File: config.mk
export PLATFORM = sky130hd
export DESIGN_NAME = median_filter_3x3_edges_top
export DESIGN_NICKNAME = d
export VERILOG_FILES = /design/src/design/mf3e_pkg.sv /design/src/design/mf3e_front.sv /design/src/design/mf3e_queue.sv /design/src/design/mf3e_back.sv /design/src/design/median_filter_3x3_edges_top.sv
export SDC_FILE = /design/constraint.sdc
export NUM_CORES = 2
export LEC_CHECK = 0
export BUFFER_PORTS_ARGS = -buffer_cell sky130_fd_sc_hd__buf_2
export CAP_MARGIN = 5
export CORE_MARGIN = 1
export CORE_UTILIZATION = 57
export CTS_CLUSTER_DIAMETER = 50
export DETAILED_ROUTE_END_ITERATION = 8
export PLACE_DENSITY = 0.76
export SYNTH_ARGS = -nofsm -noshare
export SYNTH_HDL_FRONTEND = slang
export SYNTH_HIERARCHICAL = 1
export SYNTH_MEMORY_MAX_BITS = 65536
export SYNTH_SLANG_ARGS = --single-unit
export TNS_END_PERCENT = 10
File: constraint.sdc
create_clock -name clk -period 33.5 [get_ports clk]
set_clock_uncertainty 0.2 [all_clocks]
set_input_delay 6.7 -clock clk [delete_from_list [all_inputs] [get_ports clk]]
set_output_delay 6.7 -clock clk [all_outputs]
set_load 0.02 [all_outputs]
File: src/design/mf3e_pkg.sv
// Shared types, constants and the sort-layer function of the 3x3 median filter.
// Used by every module of the filter; depends on nothing else.
package mf3e_pkg;

    localparam int PIX_W          = 8;
    localparam int WIDTH_CFG_W    = 8;
    localparam int HEIGHT_CFG_W   = 11;
    localparam int OUT_ROW_W      = 10;
    localparam int OUT_COL_W      = 7;
    localparam int CFG_DATA_W     = 32;
    localparam int CFG_ADDR_W     = 3;
    localparam int DEF_MAX_WIDTH  = 128;
    localparam int DEF_MAX_HEIGHT = 1024;
    localparam int MIN_DIM        = 2;

    localparam logic [WIDTH_CFG_W-1:0]  RESET_IMAGE_WIDTH  = 8'd128;
    localparam logic [HEIGHT_CFG_W-1:0] RESET_IMAGE_HEIGHT = 11'd80;

    localparam int WIN_DIM     = 3;
    localparam int NUM_TAPS    = WIN_DIM * WIN_DIM;
    localparam int TAP_IDX_W   = $clog2(NUM_TAPS);
    localparam int SORT_LAYERS = NUM_TAPS;
    localparam int QUEUE_DEPTH = 4;
    localparam int LEVEL_W     = $clog2(QUEUE_DEPTH + 1);

    // Positions of the middle values in the sorted window for 9, 6 and 4 taps.
    localparam logic [TAP_IDX_W-1:0] MID_9 = 4'd4;
    localparam logic [TAP_IDX_W-1:0] LO_6  = 4'd2;
    localparam logic [TAP_IDX_W-1:0] HI_6  = 4'd3;
    localparam logic [TAP_IDX_W-1:0] LO_4  = 4'd1;
    localparam logic [TAP_IDX_W-1:0] HI_4  = 4'd2;

    typedef enum logic {
        REG_IMAGE_WIDTH  = 1'b0,
        REG_IMAGE_HEIGHT = 1'b1
    } reg_index_t;

    typedef enum logic {
        REQ_PIXEL = 1'b0,
        REQ_FLUSH = 1'b1
    } req_kind_t;

    typedef logic [PIX_W-1:0] pix_t;
    typedef pix_t [NUM_TAPS-1:0] win_t;
    // Sort key: the top bit marks a tap outside the clipped neighborhood.
    typedef logic [PIX_W:0] key_t;
    typedef key_t [NUM_TAPS-1:0] key_vec_t;

    typedef struct packed {
        win_t                 win;
        logic                 row0_in;
        logic                 row2_in;
        logic                 col0_in;
        logic                 row_end;
        logic                 drain;
        logic [OUT_ROW_W-1:0] row;
        logic [OUT_COL_W-1:0] col;
    } qentry_t;

    typedef struct packed {
        logic [TAP_IDX_W-1:0] lo_idx;
        logic [TAP_IDX_W-1:0] hi_idx;
        logic [OUT_ROW_W-1:0] row;
        logic [OUT_COL_W-1:0] col;
        logic                 frame_done;
        logic                 last_of_run;
    } res_meta_t;

    // One layer of an odd-even transposition sort; the pairs of a layer are disjoint.
    function automatic key_vec_t sort_layer(input key_vec_t k, input logic odd);
        key_vec_t r;
        r = k;
        for (int i = 0; i < NUM_TAPS - 1; i++)
        begin
            if (i[0] == odd)
            begin
                if (k[i] > k[i+1])
                begin
                    r[i]   = k[i+1];
                    r[i+1] = k[i];
                end
            end
        end
        return r;
    endfunction

endpackage

File: src/design/mf3e_front.sv
// Front end of the median filter: frame counters, three rotating row buffers and the window.
// Classifies each word and pushes one window snapshot per result-bearing word.
// Depends on mf3e_pkg.
module mf3e_front #(
    parameter int MAX_WIDTH  = mf3e_pkg::DEF_MAX_WIDTH,
    parameter int MAX_HEIGHT = mf3e_pkg::DEF_MAX_HEIGHT
) (
    input  logic                              clk,
    input  logic                              rst_n,
    input  logic                              restart,
    input  logic [mf3e_pkg::WIDTH_CFG_W-1:0]  width_cfg,
    input  logic [mf3e_pkg::HEIGHT_CFG_W-1:0] height_cfg,
    input  logic                              in_valid,
    output logic                              in_stall,
    input  logic                              req_type,
    input  logic [mf3e_pkg::PIX_W-1:0]        pixel_value,
    input  logic [mf3e_pkg::LEVEL_W-1:0]      queue_level,
    output logic                              push,
    output mf3e_pkg::qentry_t                 push_data
);
    import mf3e_pkg::*;

    localparam int COL_W = $clog2(MAX_WIDTH);
    localparam int ROW_W = $clog2(MAX_HEIGHT + 1);

    logic [COL_W-1:0] col_reg, col_next;
    logic [ROW_W-1:0] row_reg, row_next;
    logic [1:0]       wbuf_reg, wbuf_next;

    logic [31:0]      w32, wm1_32, h32;
    logic [COL_W-1:0] wm1, cur_col;
    logic [ROW_W-1:0] h;
    logic             drain, row_end, accept, active;
    pix_t             pix;

    pix_t buf0 [MAX_WIDTH];
    pix_t buf1 [MAX_WIDTH];
    pix_t buf2 [MAX_WIDTH];
    pix_t rd0_reg, rd1_reg, rd2_reg;

    logic             s1_valid_reg;
    pix_t             s1_pix_reg;
    logic [COL_W-1:0] s1_col_reg;
    logic [ROW_W-1:0] s1_row_reg;
    logic             s1_drain_reg;
    logic             s1_row_end_reg;
    logic [1:0]       s1_wbuf_reg;

    win_t win_reg, win_next;
    pix_t newer, older;
    logic [ROW_W-1:0] row_m1;
    logic [COL_W-1:0] col_m1;
    logic [31:0]      row_m1_32, col_32;

    // Clamp the configured geometry into its legal range.
    always_comb
    begin
        w32 = 32'(width_cfg);
        if (w32 < MIN_DIM)
            wm1_32 = 32'(MIN_DIM - 1);
        else if (w32 > MAX_WIDTH)
            wm1_32 = 32'(MAX_WIDTH - 1);
        else
            wm1_32 = w32 - 32'd1;
        h32 = 32'(height_cfg);
        if (h32 < MIN_DIM)
            h32 = 32'(MIN_DIM);
        else if (h32 > MAX_HEIGHT)
            h32 = 32'(MAX_HEIGHT);
        wm1 = wm1_32[COL_W-1:0];
        h   = h32[ROW_W-1:0];
    end

    assign drain    = (row_reg >= h);
    assign cur_col  = (col_reg > wm1) ? wm1 : col_reg;
    assign row_end  = (cur_col == wm1);
    // The queue must hold the word of the previous cycle and this one.
    assign in_stall = ((32'(queue_level) + 32'(s1_valid_reg)) >= 32'(QUEUE_DEPTH));
    assign accept   = in_valid && !in_stall;
    // Flush words inside the image rows are taken and dropped.
    assign active   = accept && (drain || (req_type != REQ_FLUSH));
    assign pix      = drain ? '0 : pixel_value;

    always_comb
    begin
        col_next  = col_reg;
        row_next  = row_reg;
        wbuf_next = wbuf_reg;
        if (restart)
        begin
            col_next  = '0;
            row_next  = '0;
            wbuf_next = '0;
        end
        else if (active)
        begin
            if (row_end)
            begin
                col_next  = '0;
                row_next  = drain ? '0 : row_reg + 1'b1;
                wbuf_next = (drain || (wbuf_reg == 2'd2)) ? 2'd0 : wbuf_reg + 2'd1;
            end
            else
            begin
                col_next = cur_col + 1'b1;
            end
        end
    end

    always_ff @(posedge clk or negedge rst_n)
    begin
        if (!rst_n)
        begin
            col_reg      <= '0;
            row_reg      <= '0;
            wbuf_reg     <= '0;
            s1_valid_reg <= 1'b0;
        end
        else
        begin
            col_reg      <= col_next;
            row_reg      <= row_next;
            wbuf_reg     <= wbuf_next;
            s1_valid_reg <= active;
        end
    end

    // Row buffers rotate per row: one takes the current row, the other two
    // hold the rows one and two above it.
    always_ff @(posedge clk)
    begin
        if (active)
        begin
            case (wbuf_reg)
                2'd0:    buf0[cur_col] <= pix;
                2'd1:    buf1[cur_col] <= pix;
                default: buf2[cur_col] <= pix;
            endcase
            rd0_reg        <= buf0[cur_col];
            rd1_reg        <= buf1[cur_col];
            rd2_reg        <= buf2[cur_col];
            s1_pix_reg     <= pix;
            s1_col_reg     <= cur_col;
            s1_row_reg     <= row_reg;
            s1_drain_reg   <= drain;
            s1_row_end_reg <= row_end;
            s1_wbuf_reg    <= wbuf_reg;
        end
    end

    always_comb
    begin
        case (s1_wbuf_reg)
            2'd0:
            begin
                newer = rd2_reg;
                older = rd1_reg;
            end
            2'd1:
            begin
                newer = rd0_reg;
                older = rd2_reg;
            end
            default:
            begin
                newer = rd1_reg;
                older = rd0_reg;
            end
        endcase
        win_next    = win_reg;
        win_next[0] = win_reg[1];
        win_next[1] = win_reg[2];
        win_next[2] = older;
        win_next[3] = win_reg[4];
        win_next[4] = win_reg[5];
        win_next[5] = newer;
        win_next[6] = win_reg[7];
        win_next[7] = win_reg[8];
        win_next[8] = s1_pix_reg;
    end

    always_ff @(posedge clk or negedge rst_n)
    begin
        if (!rst_n)
            win_reg <= '0;
        else if (s1_valid_reg)
            win_reg <= win_next;
    end

    // Results lag the input by one row and one column.
    always_comb
    begin
        row_m1    = s1_row_reg - 1'b1;
        col_m1    = s1_col_reg - 1'b1;
        row_m1_32 = 32'(row_m1);
        col_32    = 32'(s1_col_reg);
        push      = s1_valid_reg && (s1_row_reg != '0) && (s1_col_reg != '0);
        push_data.win     = win_next;
        push_data.row0_in = (s1_row_reg >= ROW_W'(2));
        push_data.row2_in = !s1_drain_reg;
        push_data.col0_in = (col_m1 != '0);
        push_data.row_end = s1_row_end_reg;
        push_data.drain   = s1_drain_reg;
        push_data.row     = row_m1_32[OUT_ROW_W-1:0];
        push_data.col     = col_32[OUT_COL_W-1:0];
    end

endmodule

File: src/design/mf3e_queue.sv
// Short queue of window snapshots between the front end and the sort pipeline.
// Depends on mf3e_pkg.
module mf3e_queue (
    input  logic                         clk,
    input  logic                         rst_n,
    input  logic                         push,
    input  mf3e_pkg::qentry_t            push_data,
    input  logic                         pop,
    output mf3e_pkg::qentry_t            head,
    output logic                         q_valid,
    output logic [mf3e_pkg::LEVEL_W-1:0] level
);
    import mf3e_pkg::*;

    localparam int PTR_W = $clog2(QUEUE_DEPTH);

    qentry_t            entries [QUEUE_DEPTH];
    logic [PTR_W-1:0]   wr_ptr_reg, rd_ptr_reg;
    logic [LEVEL_W-1:0] count_reg;

    assign head    = entries[rd_ptr_reg];
    assign q_valid = (count_reg != '0);
    assign level   = count_reg;

    always_ff @(posedge clk)
    begin
        if (push)
            entries[wr_ptr_reg] <= push_data;
    end

    always_ff @(posedge clk or negedge rst_n)
    begin
        if (!rst_n)
        begin
            wr_ptr_reg <= '0;
            rd_ptr_reg <= '0;
            count_reg  <= '0;
        end
        else
        begin
            if (push)
                wr_ptr_reg <= (wr_ptr_reg == PTR_W'(QUEUE_DEPTH - 1)) ? '0 : wr_ptr_reg + 1'b1;
            if (pop)
                rd_ptr_reg <= (rd_ptr_reg == PTR_W'(QUEUE_DEPTH - 1)) ? '0 : rd_ptr_reg + 1'b1;
            if (push && !pop)
                count_reg <= count_reg + 1'b1;
            else if (pop && !push)
                count_reg <= count_reg - 1'b1;
        end
    end

endmodule

File: src/design/mf3e_back.sv
// Back end of the median filter: issues one or two results per snapshot, sorts the
// clipped window in a pipelined transposition network and holds the output word.
// Depends on mf3e_pkg.
module mf3e_back (
    input  logic                           clk,
    input  logic                           rst_n,
    input  logic                           q_valid,
    input  mf3e_pkg::qentry_t              head,
    output logic                           pop,
    output logic                           out_valid,
    input  logic                           out_stall,
    output logic [mf3e_pkg::PIX_W-1:0]     median_value,
    output logic [mf3e_pkg::OUT_ROW_W-1:0] out_row,
    output logic [mf3e_pkg::OUT_COL_W-1:0] out_col,
    output logic                           frame_done,
    output logic                           last_of_run
);
    import mf3e_pkg::*;

    logic      adv, issue, phase_reg, phase_next;
    logic      rows3, cols3, tap_in;
    key_vec_t  issue_keys;
    res_meta_t issue_meta;

    key_vec_t           keys_reg [SORT_LAYERS+1];
    res_meta_t          meta_reg [SORT_LAYERS+1];
    logic [SORT_LAYERS:0] vld_reg;

    logic                 out_valid_reg;
    pix_t                 median_reg;
    logic [OUT_ROW_W-1:0] row_reg;
    logic [OUT_COL_W-1:0] col_reg;
    logic                 frame_done_reg, last_of_run_reg;

    key_t       lo_key, hi_key;
    logic [PIX_W:0] pair_sum;

    // The whole pipeline moves together unless a result waits at the output.
    assign adv   = !out_valid_reg || !out_stall;
    assign issue = adv && q_valid;
    // A row-end snapshot gives a second result for the last column.
    assign pop   = issue && (phase_reg || !head.row_end);

    always_comb
    begin
        phase_next = phase_reg;
        if (issue)
            phase_next = !phase_reg && head.row_end;
    end

    always_comb
    begin
        issue_keys = '0;
        tap_in     = 1'b0;
        for (int r = 0; r < WIN_DIM; r++)
        begin
            for (int c = 0; c < WIN_DIM; c++)
            begin
                tap_in = ((r != 0) || head.row0_in) &&
                         ((r != WIN_DIM - 1) || head.row2_in) &&
                         ((c != 0) || (!phase_reg && head.col0_in));
                issue_keys[r*WIN_DIM + c] = {!tap_in, head.win[r*WIN_DIM + c]};
            end
        end
        rows3 = head.row0_in && head.row2_in;
        cols3 = !phase_reg && head.col0_in;
        case ({rows3, cols3})
            2'b11:
            begin
                issue_meta.lo_idx = MID_9;
                issue_meta.hi_idx = MID_9;
            end
            2'b10, 2'b01:
            begin
                issue_meta.lo_idx = LO_6;
                issue_meta.hi_idx = HI_6;
            end
            default:
            begin
                issue_meta.lo_idx = LO_4;
                issue_meta.hi_idx = HI_4;
            end
        endcase
        issue_meta.row         = head.row;
        issue_meta.col         = phase_reg ? head.col : head.col - 1'b1;
        issue_meta.frame_done  = phase_reg && head.drain;
        issue_meta.last_of_run = phase_reg || !head.row_end;
    end

    always_ff @(posedge clk or negedge rst_n)
    begin
        if (!rst_n)
        begin
            vld_reg       <= '0;
            out_valid_reg <= 1'b0;
            phase_reg     <= 1'b0;
        end
        else if (adv)
        begin
            vld_reg       <= {vld_reg[SORT_LAYERS-1:0], issue};
            out_valid_reg <= vld_reg[SORT_LAYERS];
            phase_reg     <= phase_next;
        end
    end

    always_ff @(posedge clk)
    begin
        if (adv)
        begin
            keys_reg[0] <= issue_keys;
            meta_reg[0] <= issue_meta;
            for (int k = 1; k <= SORT_LAYERS; k++)
            begin
                keys_reg[k] <= sort_layer(keys_reg[k-1], (k % 2) == 0);
                meta_reg[k] <= meta_reg[k-1];
            end
        end
    end

    // Excluded taps sort above every pixel, so the middle positions depend
    // only on how many taps are in.
    always_comb
    begin
        lo_key   = keys_reg[SORT_LAYERS][meta_reg[SORT_LAYERS].lo_idx];
        hi_key   = keys_reg[SORT_LAYERS][meta_reg[SORT_LAYERS].hi_idx];
        pair_sum = {1'b0, lo_key[PIX_W-1:0]} + {1'b0, hi_key[PIX_W-1:0]};
    end

    always_ff @(posedge clk)
    begin
        if (adv)
        begin
            median_reg      <= pair_sum[PIX_W:1];
            row_reg         <= meta_reg[SORT_LAYERS].row;
            col_reg         <= meta_reg[SORT_LAYERS].col;
            frame_done_reg  <= meta_reg[SORT_LAYERS].frame_done;
            last_of_run_reg <= meta_reg[SORT_LAYERS].last_of_run;
        end
    end

    assign out_valid    = out_valid_reg;
    assign median_value = median_reg;
    assign out_row      = row_reg;
    assign out_col      = col_reg;
    assign frame_done   = frame_done_reg;
    assign last_of_run  = last_of_run_reg;

endmodule

File: src/design/median_filter_3x3_edges_top.sv
// Top level of the streaming 3x3 median filter with clipped borders: register port,
// front end, snapshot queue and sort back end. Depends on mf3e_pkg and all mf3e_ modules.
//
//   channel   direction  handshake             word
//   input     in         in_valid / in_stall   req_type, pixel_value
//   result    out        out_valid / out_stall median_value, out_row, out_col,
//                                              frame_done, last_of_run
//   config    in         APB psel / penable    image_width at 0x0, image_height at 0x4
//
// One word is taken per cycle while the queue has room; a last-column word gives
// two results and takes the sort issue slot twice, which the result-free column-zero word
// after it absorbs. Results pass the stage-one, queue, sort and output registers.
// Reset clears counters, queue and pipeline valid bits; the row buffers are not cleared.
// An output stall freezes the sort pipeline; input flows until the four-entry queue fills.
module median_filter_3x3_edges_top #(
    parameter int MAX_WIDTH  = mf3e_pkg::DEF_MAX_WIDTH,
    parameter int MAX_HEIGHT = mf3e_pkg::DEF_MAX_HEIGHT
) (
    input  logic                            clk,
    input  logic                            rst_n,
    input  logic                            in_valid,
    output logic                            in_stall,
    input  logic                            req_type,
    input  logic [mf3e_pkg::PIX_W-1:0]      pixel_value,
    output logic                            out_valid,
    input  logic                            out_stall,
    output logic [mf3e_pkg::PIX_W-1:0]      median_value,
    output logic [mf3e_pkg::OUT_ROW_W-1:0]  out_row,
    output logic [mf3e_pkg::OUT_COL_W-1:0]  out_col,
    output logic                            frame_done,
    output logic                            last_of_run,
    input  logic                            psel,
    input  logic                            penable,
    input  logic                            pwrite,
    input  logic [mf3e_pkg::CFG_ADDR_W-1:0] paddr,
    input  logic [mf3e_pkg::CFG_DATA_W-1:0] pwdata,
    output logic [mf3e_pkg::CFG_DATA_W-1:0] prdata,
    output logic                            pready
);
    import mf3e_pkg::*;

    logic [WIDTH_CFG_W-1:0]  width_reg;
    logic [HEIGHT_CFG_W-1:0] height_reg;
    logic                    cfg_wr;
    reg_index_t              reg_idx;

    logic               push, pop, q_valid;
    qentry_t            push_data, head;
    logic [LEVEL_W-1:0] queue_level;

    assign pready  = 1'b1;
    assign cfg_wr  = psel && penable && pwrite;
    assign reg_idx = reg_index_t'(paddr[2]);

    always_ff @(posedge clk or negedge rst_n)
    begin
        if (!rst_n)
        begin
            width_reg  <= RESET_IMAGE_WIDTH;
            height_reg <= RESET_IMAGE_HEIGHT;
        end
        else if (cfg_wr)
        begin
            case (reg_idx)
                REG_IMAGE_WIDTH:  width_reg  <= pwdata[WIDTH_CFG_W-1:0];
                REG_IMAGE_HEIGHT: height_reg <= pwdata[HEIGHT_CFG_W-1:0];
                default:          width_reg  <= width_reg;
            endcase
        end
    end

    always_comb
    begin
        case (reg_idx)
            REG_IMAGE_WIDTH:  prdata = CFG_DATA_W'(width_reg);
            REG_IMAGE_HEIGHT: prdata = CFG_DATA_W'(height_reg);
            default:          prdata = '0;
        endcase
    end

    mf3e_front #(
        .MAX_WIDTH  (MAX_WIDTH),
        .MAX_HEIGHT (MAX_HEIGHT)
    ) u_front (
        .clk         (clk),
        .rst_n       (rst_n),
        .restart     (cfg_wr),
        .width_cfg   (width_reg),
        .height_cfg  (height_reg),
        .in_valid    (in_valid),
        .in_stall    (in_stall),
        .req_type    (req_type),
        .pixel_value (pixel_value),
        .queue_level (queue_level),
        .push        (push),
        .push_data   (push_data)
    );

    mf3e_queue u_queue (
        .clk       (clk),
        .rst_n     (rst_n),
        .push      (push),
        .push_data (push_data),
        .pop       (pop),
        .head      (head),
        .q_valid   (q_valid),
        .level     (queue_level)
    );

    mf3e_back u_back (
        .clk          (clk),
        .rst_n        (rst_n),
        .q_valid      (q_valid),
        .head         (head),
        .pop          (pop),
        .out_valid    (out_valid),
        .out_stall    (out_stall),
        .median_value (median_value),
        .out_row      (out_row),
        .out_col      (out_col),
        .frame_done   (frame_done),
        .last_of_run  (last_of_run)
    );

endmodule

==> metrics <==
Leak=0.0727 uW; post_cts resized=0; cells on worst reg2reg path=20; top cells by area, synth=edfxtp_1 71%, nand2_1 4.7%, mux2_2 3.9%; setup bufs post-CTS=0; Period minus WS final=14.39 ns; YS warnings=6; Post-synth EDFFs=4,537; status=complete, no violations; Starting Density=57.3%; WHS Endpoint=u_back/keys_reg[4][5]$_DFFE_PN_; post-synthesis cell type count=88; DR vias/cell=6.35; Max H-tree Level=5; post-synthesis area per instance=15.1 sq um; Worst Min Path Start=u_back/keys_reg[3][5]$_DFFE_PN_; Clk Latency, worst-skew pair=1.00 ns; Non-Filler Instances=17,500; fin. max-slew vios=0; crit path DAT=7.49 ns; commonest cells in the netlist=4,537 x edfxtp_1, 2,421 x nand2_1, 667 x mux2_2; die width=582 microns; Die Span Y=582 microns; RSZ-0062 raised after global routing=no; HPWL after DPL=265 mm; clock share of power=25.9%; CP Class=primary input to output port; worst path required time=26.60 ns; Fmax=0.0695 GHz; Ports=113; gpl congestion=0.897; first-pass GRT wire length=667 mm; Rel. slew slack=6.66%; cts hold-fix bufs=0; CTS Root Cell=clkbuf_16; CTS tree=built; final wirelength=446 mm; reg-to-reg startpoint=width_reg[0]$_DFFE_PN0P_; cell area after synthesis=191,000 sq um; Setup violations, final=0; PwrDens=92.8 nW/um^2; Max Cap Viol=0; actual slew at the worst max-slew pin=1.39 ns; Pint=13,000 uW; endpoint type of the worst setup path=output port; Cells after Synth=12,600; Die ar.=338,000 sq um; Clk pin slew, worst setup/hold paths=0.06 ns; asr flop ratio synth=2.30%; final worst setup slack=19.11 ns; setup_tns=0 ns; switch share=33.4%; Iter 0 DRT Violations=13,100; RR Endpoint=u_front/rd0_reg[5]$_DFFE_PP_; row cnt=212; sequential power share=42.3%; CP max FO=13; gr usage total=25.9%; pre-CTS WS=19.12 ns; nets=13,100; initial antenna violation count=12; core area=334,000 sq um; DRC viols=0; flops & latches, synth=4,644; crit path launch type=primary input; most frequent cell after synthesis=edfxtp_1; Hold Path Class=flop to flop; CTS buffer count=463; Port Buf Inserts=67; via count=111,000; NetSw=6540 uW; WHS Path Cells=0; register area share after synthesis=72.6%; layout cells sized above 1=15.5%; pin count of the biggest net entering global routing=213; Detailed Routing Iterations Pass 1=7; cell taking the most area after synthesis=edfxtp_1; area delta synth->final=10.2%; placed instance count=16,500; final period utilization=43.0%; Logic pwr share=31.8%; # fillers=22,500; reg2reg setup slack=23.55 ns; GRT Residual Overflow=0; antenna violation net count after detailed routing=0; Primary FF master, synth=edfxtp_1; vias in the first global route=109,000; peak supply drop=0.0761 mV; top cell type's share of synthesized area=71.2%; Max clock buf depth=4; Num Clock Sinks=4,644; average wire per standard cell=25.6 microns; top flop regs=u_front/buf0 x1024, u_front/buf1 x1024, u_front/buf2 x1024; final count of hold timing violations=0
[how the worst max path moves through the flow]
stage                                        end  cells after the start  slack, ns       from
finish                                 prdata[6]                      3      19.11   paddr[2]
global route                           prdata[6]                      3      19.09   paddr[2]
CTS                                    prdata[6]                      3      19.12   paddr[2]
detailed placement                     prdata[6]                      3      19.12   paddr[2]
global placement                       prdata[6]                      3      19.14   paddr[2]
floorplan           u_queue/level[1]$_DFFE_PN0P_                      8      10.66  out_stall
[placed cells by master (no fill, tap or decap), types with 24 or more instances in the layout]
cell type / count
a21o_1: 66
a21oi_1: 560
a21oi_2: 28
a22oi_1: 296
a311oi_1: 193
a32oi_1: 478
and3_1: 209
buf_2: 94
buf_4: 158
bufinv_16: 39
clkbuf_1: 97
clkbuf_16: 471
clkbuf_4: 35
clkinv_1: 94
clkinv_2: 86
conb_1: 24
dfrtp_1: 101
edfxtp_1: 4537
ha_1: 365
inv_1: 383
mux2_1: 24
mux2_2: 666
mux4_2: 220
nand2_1: 2411
nand3_1: 156
nand4_1: 73
nor2_1: 107
nor2b_1: 62
nor3_1: 359
o21a_1: 38
o21ai_0: 80
o31ai_1: 111
[stage by stage]
| stage | cell area [sq um] | hold slack [ns] | total power [uW] | utilization (%) |
|---|---|---|---|---|
| 2_1_floorplan | 192000 | 0.200 | 12800 | - |
| 4_1_cts | 210000 | 0.195 | 19600 | 63.0 |
| 3_3_place_gp | 195000 | 0.200 | 14300 | 58.5 |
| 3_5_place_dp | 195000 | 0.205 | 14500 | 58.5 |
| 5_1_grt | 211000 | 0.215 | 20400 | 63.2 |
| 6_report | 211000 | 0.204 | 19600 | 63.2 |
[power groups by stage]
stage          sequential [uW]  clock [uW]  combinational (uW)
4_1_cts                   8280        5130                6170
3_3_place_gp              8340           0                5930
6_report                  8280        5080                6230
5_1_grt                   8360        5350                6690
3_5_place_dp              8380           0                6100
2_1_floorplan             8330           0                4520
[critical path, cell delays in order]
cell and delay [ns]:
buf_2 0.24, mux2_2 0.38, buf_2 0.16
[logic make-up after synthesis]
logic type               Yosys count  share of synthesized area, %
multiplexers                     951                          6.91
flip-flops                      4644                          72.6
adder cells (fa/ha/maj)          367                          2.41
AO/OA/AOI/OAI                   1972                          7.50
other                              3                       0.00588
XOR/XNOR                          36                         0.165
AND/OR/NAND/NOR                 3513                          7.89
buffers and inverters           1154                          2.57
[final cells by class]
cell class	instances	area, sq um	area share, %
inverters	388	1470	0.697
flip-flops and latches	4644	139000	65.9
clock buffers	571	12200	5.78
repair buffers	301	2120	1.01
multi-input cells	6863	48000	22.7
clock inverters	294	2790	1.32
well taps	4387	5490	2.60
diodes	7	17.5	0.00830
[metal layers]
metal	global-route usage [%]	vias to the layer above	share of wire, %	routed length, microns
met5	0	-	0.027	121
li1	-	48700	-	-
met2	42.1	6015	48	215000
met3	5.01	1059	10	44400
met4	12.0	16	5.0	22500
met1	34.0	55000	37	164000
(Power assumes the default switching activity.)
